File: config.mk
export PLATFORM = sky130hd
export DESIGN_NAME = llmd_sqrt
export DESIGN_NICKNAME = d
export VERILOG_FILES = /design/src/design/llmd_sqrt.sv
export SDC_FILE = /design/constraint.sdc
export NUM_CORES = 2
export LEC_CHECK = 0
export BUFFER_PORTS_ARGS = -buffer_cell sky130_fd_sc_hd__buf_2
export CORE_ASPECT_RATIO = 1.1
export CORE_MARGIN = 2
export CORE_UTILIZATION = 39
export CTS_BUF_LIST = sky130_fd_sc_hd__clkbuf_2 sky130_fd_sc_hd__clkbuf_4 sky130_fd_sc_hd__clkbuf_8
export CTS_CLUSTER_DIAMETER = 60
export DETAILED_ROUTE_END_ITERATION = 16
export SKIP_LAST_GASP = 1
export SLEW_MARGIN = 25
export SYNTH_ARGS = -nofsm -noshare
export SYNTH_HDL_FRONTEND = slang
export SYNTH_MEMORY_MAX_BITS = 65536
export SYNTH_SLANG_ARGS = --single-unit
File: constraint.sdc
create_clock -name i_clk -period 4.77 [get_ports i_clk]
set_input_delay 0 -clock i_clk [delete_from_list [all_inputs] [get_ports i_clk]]
set_output_delay 0 -clock i_clk [all_outputs]
set_load 0.01 [all_outputs]
File: src/design/llmd_sqrt.sv
// ============================================================================
// llmd_sqrt : pipelined integer square root
// floor(sqrt(i_q)) by the digit-by-digit method, one root bit per stage.
// ============================================================================
module llmd_sqrt #(
    parameter int CW = 32
) (
    input  logic            i_clk,
    input  logic            i_en,
    input  logic [2*CW-1:0] i_q,
    output logic [CW-1:0]   o_root
);
    localparam int RW = CW + 2;

    logic [2*CW-1:0] r_v    [CW+1];
    logic [RW-1:0]   r_rem  [CW+1];
    logic [CW-1:0]   r_root [CW+1];
    logic [RW+1:0]   n_t    [CW];
    logic [RW+1:0]   n_trial[CW];
    logic            n_ge   [CW];

    // compare against 4*root + 1
    always_comb begin
        for (int k = 0; k < CW; k++) begin
            n_t[k]     = {r_rem[k], r_v[k][2*CW-1 -: 2]};
            n_trial[k] = (RW+2)'({r_root[k], 2'b01});
            n_ge[k]    = n_t[k] >= n_trial[k];
        end
    end

    always_ff @(posedge i_clk) begin
        if (i_en) begin
            r_v[0]    <= i_q;
            r_rem[0]  <= '0;
            r_root[0] <= '0;
            for (int k = 0; k < CW; k++) begin
                r_v[k+1]    <= r_v[k] << 2;
                r_rem[k+1]  <= n_ge[k] ? RW'(n_t[k] - n_trial[k]) : RW'(n_t[k]);
                r_root[k+1] <= {r_root[k][CW-2:0], n_ge[k]};
            end
        end
    end

    assign o_root = r_root[CW];

endmodule

==> summary.txt <==
Outcome
  – Status: complete, no violations

Route
  – Routed WL per cell: 17.79 um
  – Met3 WL post-DR: 10470 um
  – Antenna Nets Post-Route: 0
  – Detailed-route via count: 72450
  – Highest Signal Layer: met4
  – Via density: 5.111
  – Drt total wl: 252200 um
  – WL met2: 130600 um
  – DR iter-0 viols: 5107
  – Met1 wire length: 101400 um
  – DRC viols: 0
  – DR pass1 iterations: 5

Clock tree
  – # clock sinks: 2587
  – CTS max path bufs: 4
  – PostCTS Resize Cnt: 0
  – CTS tree: done
  – Post-CTS setup buffer count: 0
  – H-Tree Depth: 5
  – Root Driver: clkbuf_8
  – Clock slew at reported path FFs: 0.06 ns
  – Num CTS Buffers: 432
  – Later-pin clock latency in the skew report: 1.09 ns

Synthesis
  – Async SR Flop Fraction: 0
  – Post-synth top area share: 0.6502
  – #FFs+latches synth: 2587
  – Synth Flop Type: edfxtp_1
  – Number of synthesized flops with an enable pin: 2587
  – Synth warn: 0
  – Synthesized area: 119500 um2
  – Area leader, netlist: edfxtp_1
  – Post-Syn Instances: 9159
  – Sequential-to-total area share from yosys stat: 0.6502
  – Distinct cells, synth: 88
  – Mean post-synth cell area: 13.04 um2
  – Count leader, synth: edfxtp_1
  – Top cells by count, synth: edfxtp_1, inv_1, a21oi_1
  – Syn_nets: 9787
  – Synth area leaders: edfxtp_1, ha_1, xnor2_1, xor2_1, a21oi_1

Timing
  – RSZ-0062 raised after global routing: false
  – Slew HR: 0.2776
  – Final Hold Viols: 0
  – Final slew viol count: 0
  – Final worst path period need: 4.107 ns
  – Max Freq: 243.5 MHz
  – Slack of the critical path: 0.6628 ns
  – Slew @ Worst Pin: 1.056 ns
  – Hold_ws: 0.08446 ns
  – Fin crit share: 0.8610
  – Final Skew: 0.08057 ns
  – Setup violators final: 0
  – Setup total negative slack: 0 ns

Global route
  – Tot GR Track Use: 0.1588
  – Largest net degree at the start of global routing: 178
  – Initial antenna violation count: 2
  – Global route total overflow: 0
  – Number of global-route vias before repair: 73610
  – First-pass GRT wire length: 398000 um

Floorplanning
  – Initial Util: 0.3912
  – Die Span X: 531.7 um
  – Die area: 310800 um2
  – Num ports: 98
  – Core ar.: 305400 um2
  – Die height: 584.5 um
  – Site Rows: 213

Pwr
  – Pwr Density: 464.4 nW/um2
  – Worst VDD drop: 295.4 uV
  – Leak pwr: 51.29 nW
  – Power Total: 62.85 mW

Finish
  – Final Cell Area: 135300 um2
  – # fillers: 27780
  – Area grow syn2layout: 13.28%
  – Final non-filler cell total: 14180
  – Utilization after layout: 0.4431
  – Nets: 10380
  – Share of cells above drive strength 1: 0.1034

Worst setup path
  – Data arrival, critical path: 4.90 ns
  – Crit Path Class: register to register
  – CP Max Fanout: 40
  – Crit start category: register
  – CP endpoint kind: register
  – Flop2flop setup slack: 0.66 ns
  – Req. time, crit path: 5.56 ns

Hold path
  – Worst hold path class: input pin to register

Placed design
  – Routability cong.: 0.8876
  – Placed Area: 125500 um2
  – Buffers on Ports: 97
  – Pre-CTS setup slack: 0.7638 ns
  – Placed cell count: 13270
  – Post-DP HPWL: 178500 um

Flow run
  – Max-cap violation count: 0
[power breakdown]
part / switching (mW) / internal [mW]
logic: 7.38 / 5.43
clock network: 9.00 / 10.5
registers: 1.84 / 28.7
[per-layer routing]
layer,vias to the layer above,track usage
met5,-,0
met1,35090,0.1832
met3,547,0.02654
met2,1574,0.2912
met4,0,0.06345
li1,35240,-
[cells by family (layout without fill, tap and decap cells)]
| group | count (synthesis) | after routing | synth area share |
|---|---|---|---|
| adder cells (fa/ha/maj) | 562 | 562 | 0.05886 |
| buffers and inverters | 870 | 1798 | 0.02746 |
| XOR/XNOR | 862 | 862 | 0.06319 |
| multiplexers | 95 | 95 | 0.008850 |
| AO/OA/AOI/OAI | 1825 | 1825 | 0.09374 |
| flip-flops | 2587 | 2587 | 0.6502 |
| AND/OR/NAND/NOR | 2357 | 2357 | 0.09764 |
| other | 1 | 5 | 0.00003139 |
[cell usage in the layout, fill, tap and decap left out, types with 404 or more instances in the layout]
cell      Yosys  routed
a21oi_1     623     622
clkbuf_8      0     436
edfxtp_1   2587    2587
ha_1        562     562
inv_1       697     697
nand2_1     578     578
nor2_1      596     594
o21ai_0     450     450
xnor2_1     458     458
xor2_1      404     404
[path summary, 6_finish.rpt]
| check | cells after the start | startpoint | endpoint |
|---|---|---|---|
| setup / recovery | 9 | r_rem[0][889] | r_rem[0][928] |
| hold / removal | 2 | i_en | r_v[0][36] |
| setup reg to reg | 9 | r_rem[0][889] | r_rem[0][928] |
| hold reg to reg | 0 | r_v[0][528] | r_v[0][594] |
[worst max-delay path, stage by stage, from the launching register on]
cell and delay, ns:
edfxtp_1 0.39, ha_1 0.42, nand4_1 0.17, a2111oi_0 0.92
o31ai_1 0.27, a31oi_1 0.37, a31oi_1 0.22, o211ai_1 0.26
buf_4 0.44, mux2_2 0.38
[layout make-up]
class	instances	area (um2)	share of cell area
Clock buffer	573	7029	0.05194
Clock inverter	195	1513	0.01118
Antenna cell	4	10.01	0.00007396
Timing Repair Buffer	328	2773	0.02049
Sequential cell	2587	77680	0.5740
Inverter	702	2635	0.01947
Tap cell	4085	5111	0.03777
Multi-Input combinational cell	5702	38580	0.2851
[sequential cells by signal, indices dropped and copies added (netlist names)]
name and flops:
r_rem 1003, r_root 528, r_v 1056
[what timing repair did]
item                                    in CTS  in global routing
hold buffers                               130                  0
endpoints found under the setup margin       0                  0
endpoints found under the hold margin     1904                  0
No activity file was read; power rests on OpenSTA's default activity.
