File: config.mk
export PLATFORM = sky130hd
export DESIGN_NAME = llmd_mul
export DESIGN_NICKNAME = d
export VERILOG_FILES = /design/src/design/llmd_pkg.sv /design/src/design/llmd_mul.sv
export SDC_FILE = /design/constraint.sdc
export NUM_CORES = 2
export LEC_CHECK = 0
export ABC_CLOCK_PERIOD_IN_PS = 21300
export BUFFER_PORTS_ARGS = -buffer_cell sky130_fd_sc_hd__clkbuf_2
export CAP_MARGIN = 5
export CORE_MARGIN = 2
export CORE_UTILIZATION = 55
export CTS_CLUSTER_DIAMETER = 150
export DETAILED_ROUTE_END_ITERATION = 8
export HOLD_SLACK_MARGIN = 0.05
export PLACE_DENSITY = 0.67
export SLEW_MARGIN = 40
export SYNTH_ARGS = -nofsm -noshare
export SYNTH_HDL_FRONTEND = slang
export SYNTH_SLANG_ARGS = --single-unit
File: constraint.sdc
create_clock -name i_clk -period 21.3 [get_ports i_clk]
set_input_delay 0 -clock i_clk [delete_from_list [all_inputs] [get_ports i_clk]]
set_output_delay 0 -clock i_clk [all_outputs]
set_load 0.02 [all_outputs]
File: src/design/llmd_pkg.sv
// ============================================================================
// llmd_pkg : shared types and constants for the line distance pipeline
// Register indexes, status codes, multiplier digit size and the side-band
// tag that travels beside the divider and square root stages.
// ============================================================================
package llmd_pkg;

    // digit size of the pipelined multipliers (bits of B per stage)
    localparam int MUL_DIGIT = 8;

    // width of the singular threshold register
    localparam int LIMIT_W = 32;

    // configuration register indexes
    localparam int CFG_IDX_W = 3;
    localparam logic [CFG_IDX_W-1:0] REG_REF_PX     = 3'd0;
    localparam logic [CFG_IDX_W-1:0] REG_REF_PY     = 3'd1;
    localparam logic [CFG_IDX_W-1:0] REG_REF_PZ     = 3'd2;
    localparam logic [CFG_IDX_W-1:0] REG_REF_DX     = 3'd3;
    localparam logic [CFG_IDX_W-1:0] REG_REF_DY     = 3'd4;
    localparam logic [CFG_IDX_W-1:0] REG_REF_DZ     = 3'd5;
    localparam logic [CFG_IDX_W-1:0] REG_SING_LIMIT = 3'd6;

    // result status codes
    typedef logic [1:0] t_status;
    localparam t_status ST_SKEW     = 2'd0;
    localparam t_status ST_PARALLEL = 2'd1;
    localparam t_status ST_ZERO_DIR = 2'd2;

    // flags carried alongside the divide / root pipeline
    typedef struct packed {
        t_status status;
        logic    sat;
        logic    zero;
    } t_tag;

endpackage

File: src/design/llmd_mul.sv
// ============================================================================
// llmd_mul : pipelined signed multiplier
// Magnitudes are registered, then one MUL_DIGIT-bit digit of B is
// multiplied and accumulated per stage; the sign is applied in the last stage.
// ============================================================================
module llmd_mul #(
    parameter int WA = 32,
    parameter int WB = 32
) (
    input  logic                    i_clk,
    input  logic                    i_en,
    input  logic signed [WA-1:0]    i_a,
    input  logic signed [WB-1:0]    i_b,
    output logic signed [WA+WB-1:0] o_p
);
    localparam int DIG = llmd_pkg::MUL_DIGIT;
    localparam int ND  = (WB + DIG - 1) / DIG;
    localparam int BW  = ND * DIG;
    localparam int PW  = WA + WB;

    logic [WA-1:0]        n_amag;
    logic [WB-1:0]        n_bmag;
    logic [WA+DIG-1:0]    n_pp  [ND];
    logic [WA-1:0]        r_a   [ND];
    logic [BW-1:0]        r_b   [ND];
    logic                 r_neg [ND+1];
    logic [PW-1:0]        r_acc [ND+1];
    logic signed [PW-1:0] r_p;

    // magnitudes and per-stage partial products
    always_comb begin
        n_amag = i_a[WA-1] ? WA'(-i_a) : WA'(i_a);
        n_bmag = i_b[WB-1] ? WB'(-i_b) : WB'(i_b);
        for (int k = 0; k < ND; k++) begin
            n_pp[k] = r_a[k] * r_b[k][k*DIG +: DIG];
        end
    end

    // digit-serial accumulate pipeline
    always_ff @(posedge i_clk) begin
        if (i_en) begin
            r_a[0]   <= n_amag;
            r_b[0]   <= BW'(n_bmag);
            r_neg[0] <= i_a[WA-1] ^ i_b[WB-1];
            r_acc[0] <= '0;
            for (int k = 0; k < ND - 1; k++) begin
                r_a[k+1] <= r_a[k];
                r_b[k+1] <= r_b[k];
            end
            for (int k = 0; k < ND; k++) begin
                r_neg[k+1] <= r_neg[k];
                r_acc[k+1] <= r_acc[k] + (PW'(n_pp[k]) << (k * DIG));
            end
            r_p <= r_neg[ND] ? -$signed(r_acc[ND]) : $signed(r_acc[ND]);
        end
    end

    assign o_p = r_p;

endmodule

==> flow_summary.json <==
{
  "rrSetupSlack_ns": 13.22,
  "core_um2": 96900,
  "synth_simple_gate_area_frac": 0.160,
  "drtIter0Drc": 2075,
  "synth_largest_area_cell": "edfxtp_1",
  "path_class": "reg -> reg",
  "detail-route-antenna-nets": 0,
  "ys_seq_area_frac": 0.273,
  "reg2reg_depth": 29,
  "diodes": 0,
  "cp_top_family": "adder cells",
  "cts_setup_buffers": 0,
  "clk_latency_ns": 0.69,
  "synth_compound_gate_area_share": 0.0956,
  "worst_hold_path.endpoint": "r_a[0][1]",
  "cts_buffers": 57,
  "clk_pin_slew_ns": 0.06,
  "critPathArrivalTime_ns": 8.49,
  "yosys_warnings": 0,
  "whs_path_depth": 3,
  "die_w_um": 317,
  "timing.critical_path.from": "r_b[1][14]",
  "drive_above_1_share": 0.0519,
  "finalSetupViolations": 0,
  "initial_core_util": 0.556,
  "worstPathMaxFanout": 19,
  "syn_area_per_cell_um2": 10.3,
  "met3_length_um": 5090,
  "fmax_mhz": 124,
  "synth_fa_ha_area_frac": 0.353,
  "clk_path_buf_depth": 3,
  "place_hpwl_um": 95700,
  "tightest_slew_ns": 0.805,
  "maxCapViolations": 0,
  "ys_types": 71,
  "route.vias.total": 37700,
  "min_period_ns": 8.08,
  "grt_overflow": 0,
  "wl_per_cell_um": 17.8,
  "relSlewSlack": 0.459,
  "fin_setup_tns_ns": 0,
  "slowest_stage": "edfxtp_1",
  "synth_xor_xnor_area_share": 0.0561,
  "status": "finished, final reports clean",
  "grt_max_degree": 81,
  "cpPeakStageDelay_ns": 0.64,
  "clock_tree.root_cell": "clkbuf_16",
  "antenna_found_initial": 0,
  "pin_count": 130,
  "die_h_um": 317,
  "port_buffers": 129,
  "htree_levels": 2,
  "worst_path_most_repeated_cell": "fa_1",
  "grt_pass1_vias": 38900,
  "hold_start": "i_a[31]",
  "path_buf_inv": 4,
  "top_layer": "met4",
  "ys_ff_latch": 489,
  "routed_wl_um": 121000,
  "first_pass_iters": 6,
  "die_area_um2": 100000,
  "rsz0062_at_grt": "no",
  "synth_area_um2": 53900,
  "synthArstFlopShare": 0,
  "clock-sinks": 489,
  "synth_edf_count": 489,
  "worstReg2RegEnd": "r_acc[0][172]",
  "cp_num_cells": 29,
  "wl_met2_um": 59200,
  "hold_path.class": "in -> reg",
  "critPathRequiredTime_ns": 21.71,
  "drt-met1-wl_um": 54200,
  "regToRegStartpoint": "r_b[1][14]",
  "synthTopCellsByArea": "edfxtp_1 27%, fa_1 27%, ha_1 8.5%",
  "grt_pass1_wl_um": 201000,
  "muxShareOfSynthArea": 0.000557,
  "viasPerCell": 5.55,
  "cts_tree": "done",
  "gp_congestion": 0.904,
  "row_count": 114,
  "timing.final.crit_share": 0.379,
  "synth_flop_cell": "edfxtp_1",
  "syn-num-nets": 6409,
  "cts-resized-gates": 0,
  "synth_top_family_by_area": "adder cells",
  "yosys.area.top_type_share": 0.273,
  "nNetsFinal": 6619,
  "startpoint_type": "flop",
  "finalHoldViolations": 0,
  "skew_ns": 0.0612,
  "area_delta_synth_final_pct": 9.54,
  "final_max_slew_viol_count": 0,
  "grt.total_usage": 0.249,
  "drcViolationCount": 0,
  "synthCells": 5256,
  "crit_path_end_kind": "flop"
}
==> area by class of cell <==
class | count | area (um^2)
fillers | 8004 | 37800
multi-input cells | 3880 | 35900
flip-flops and latches | 489 | 14700
inverters | 759 | 2850
repair buffers | 279 | 2120
well taps | 1276 | 1600
clock buffers | 62 | 1450
clock inverters | 42 | 452
==> flip-flops by register name (all words and copies together) (netlist names) <==
name,flops
r_neg,5
r_b,80
o_p,64
r_a,128
r_acc,212
==> tightest hold or removal path, stage by stage <==
cell and delay, ns:
clkbuf_2 0.47, nand2_1 0.10, o21ai_0 0.06
==> worst max-delay path by stage <==
stage and end:
2_1_floorplan r_acc[0][173], 3_3_place_gp r_acc[0][172], 4_1_cts r_acc[0][172], 5_1_grt r_acc[0][172], 6_report r_acc[0][172], 3_5_place_dp r_acc[0][172]
==> repair_timing <==
item                                    CTS  global route
endpoints found under the setup margin    0             0
hold buffers                            111             0
endpoints found under the hold margin   142             0
==> synth_stat cells, types with 18 or more instances <==
master and count:
clkbuf_1 126, fa_1 723, a21o_1 117, nand3_1 54, o211ai_1 18, nor3_1 42
o21ai_0 151, o21a_1 33, nand2b_1 37, nand4_1 24, o21bai_1 40, a21oi_1 222
o31ai_1 49, nor2_1 130, xor2_1 73, ha_1 364, and2_1 679, o41ai_1 20
nand2_1 548, xnor2_1 272, edfxtp_1 489, or3_1 34, inv_1 759, a211oi_1 39
and3_1 22
==> cell usage in the layout, fill, tap and decap left out, types with 42 or more instances in the layout <==
cell           instances
nand3_1               54
o31ai_1               49
clkbuf_16             57
a21o_1               117
edfxtp_1             489
a21oi_1              222
nand2_1              548
fa_1                 723
xor2_1                73
clkbuf_2             128
and2_1               679
nor3_1                42
nor2_1               130
inv_1                759
xnor2_1              272
dlygate4sd3_1        111
o21ai_0              151
ha_1                 364
==> layer usage <==
layer | global-route usage | up-vias
met5 | 0 | -
met1 | 0.341 | 18900
li1 | - | 17700
met3 | 0.0262 | 176
met2 | 0.429 | 859
met4 | 0.0604 | 0
==> cell families (layout without fill, tap and decap cells) <==
| family | count (synthesis) | in the layout |
|---|---|---|
| xor+xnor | 345 | 345 |
| fa+ha+maj | 1087 | 1087 |
| mux | 3 | 3 |
| buf+inv | 887 | 1142 |
| flops | 489 | 489 |
| simple gates | 1654 | 1654 |
| compound gates | 791 | 791 |
==> through the flow <==
step | instance area (um^2) | instances | utilization | hold WS [ns] | setup slack, ns
4_1_cts | 59000 | 6787 | 0.609 | 0.0738 | 13.21
6_report | 59000 | 6787 | 0.609 | 0.108 | 13.22
3_3_place_gp | 55900 | 6562 | 0.577 | 0.221 | 13.06
3_5_place_dp | 56000 | 6572 | 0.578 | 0.233 | 13.23
2_1_floorplan | 53900 | 5256 | - | 0.0989 | 14.20
5_1_grt | 59000 | 6787 | 0.609 | 0.129 | 12.57
Power is not shown: default switching activity piles up to over one toggle a cycle in this logic, so the estimate is an artifact.
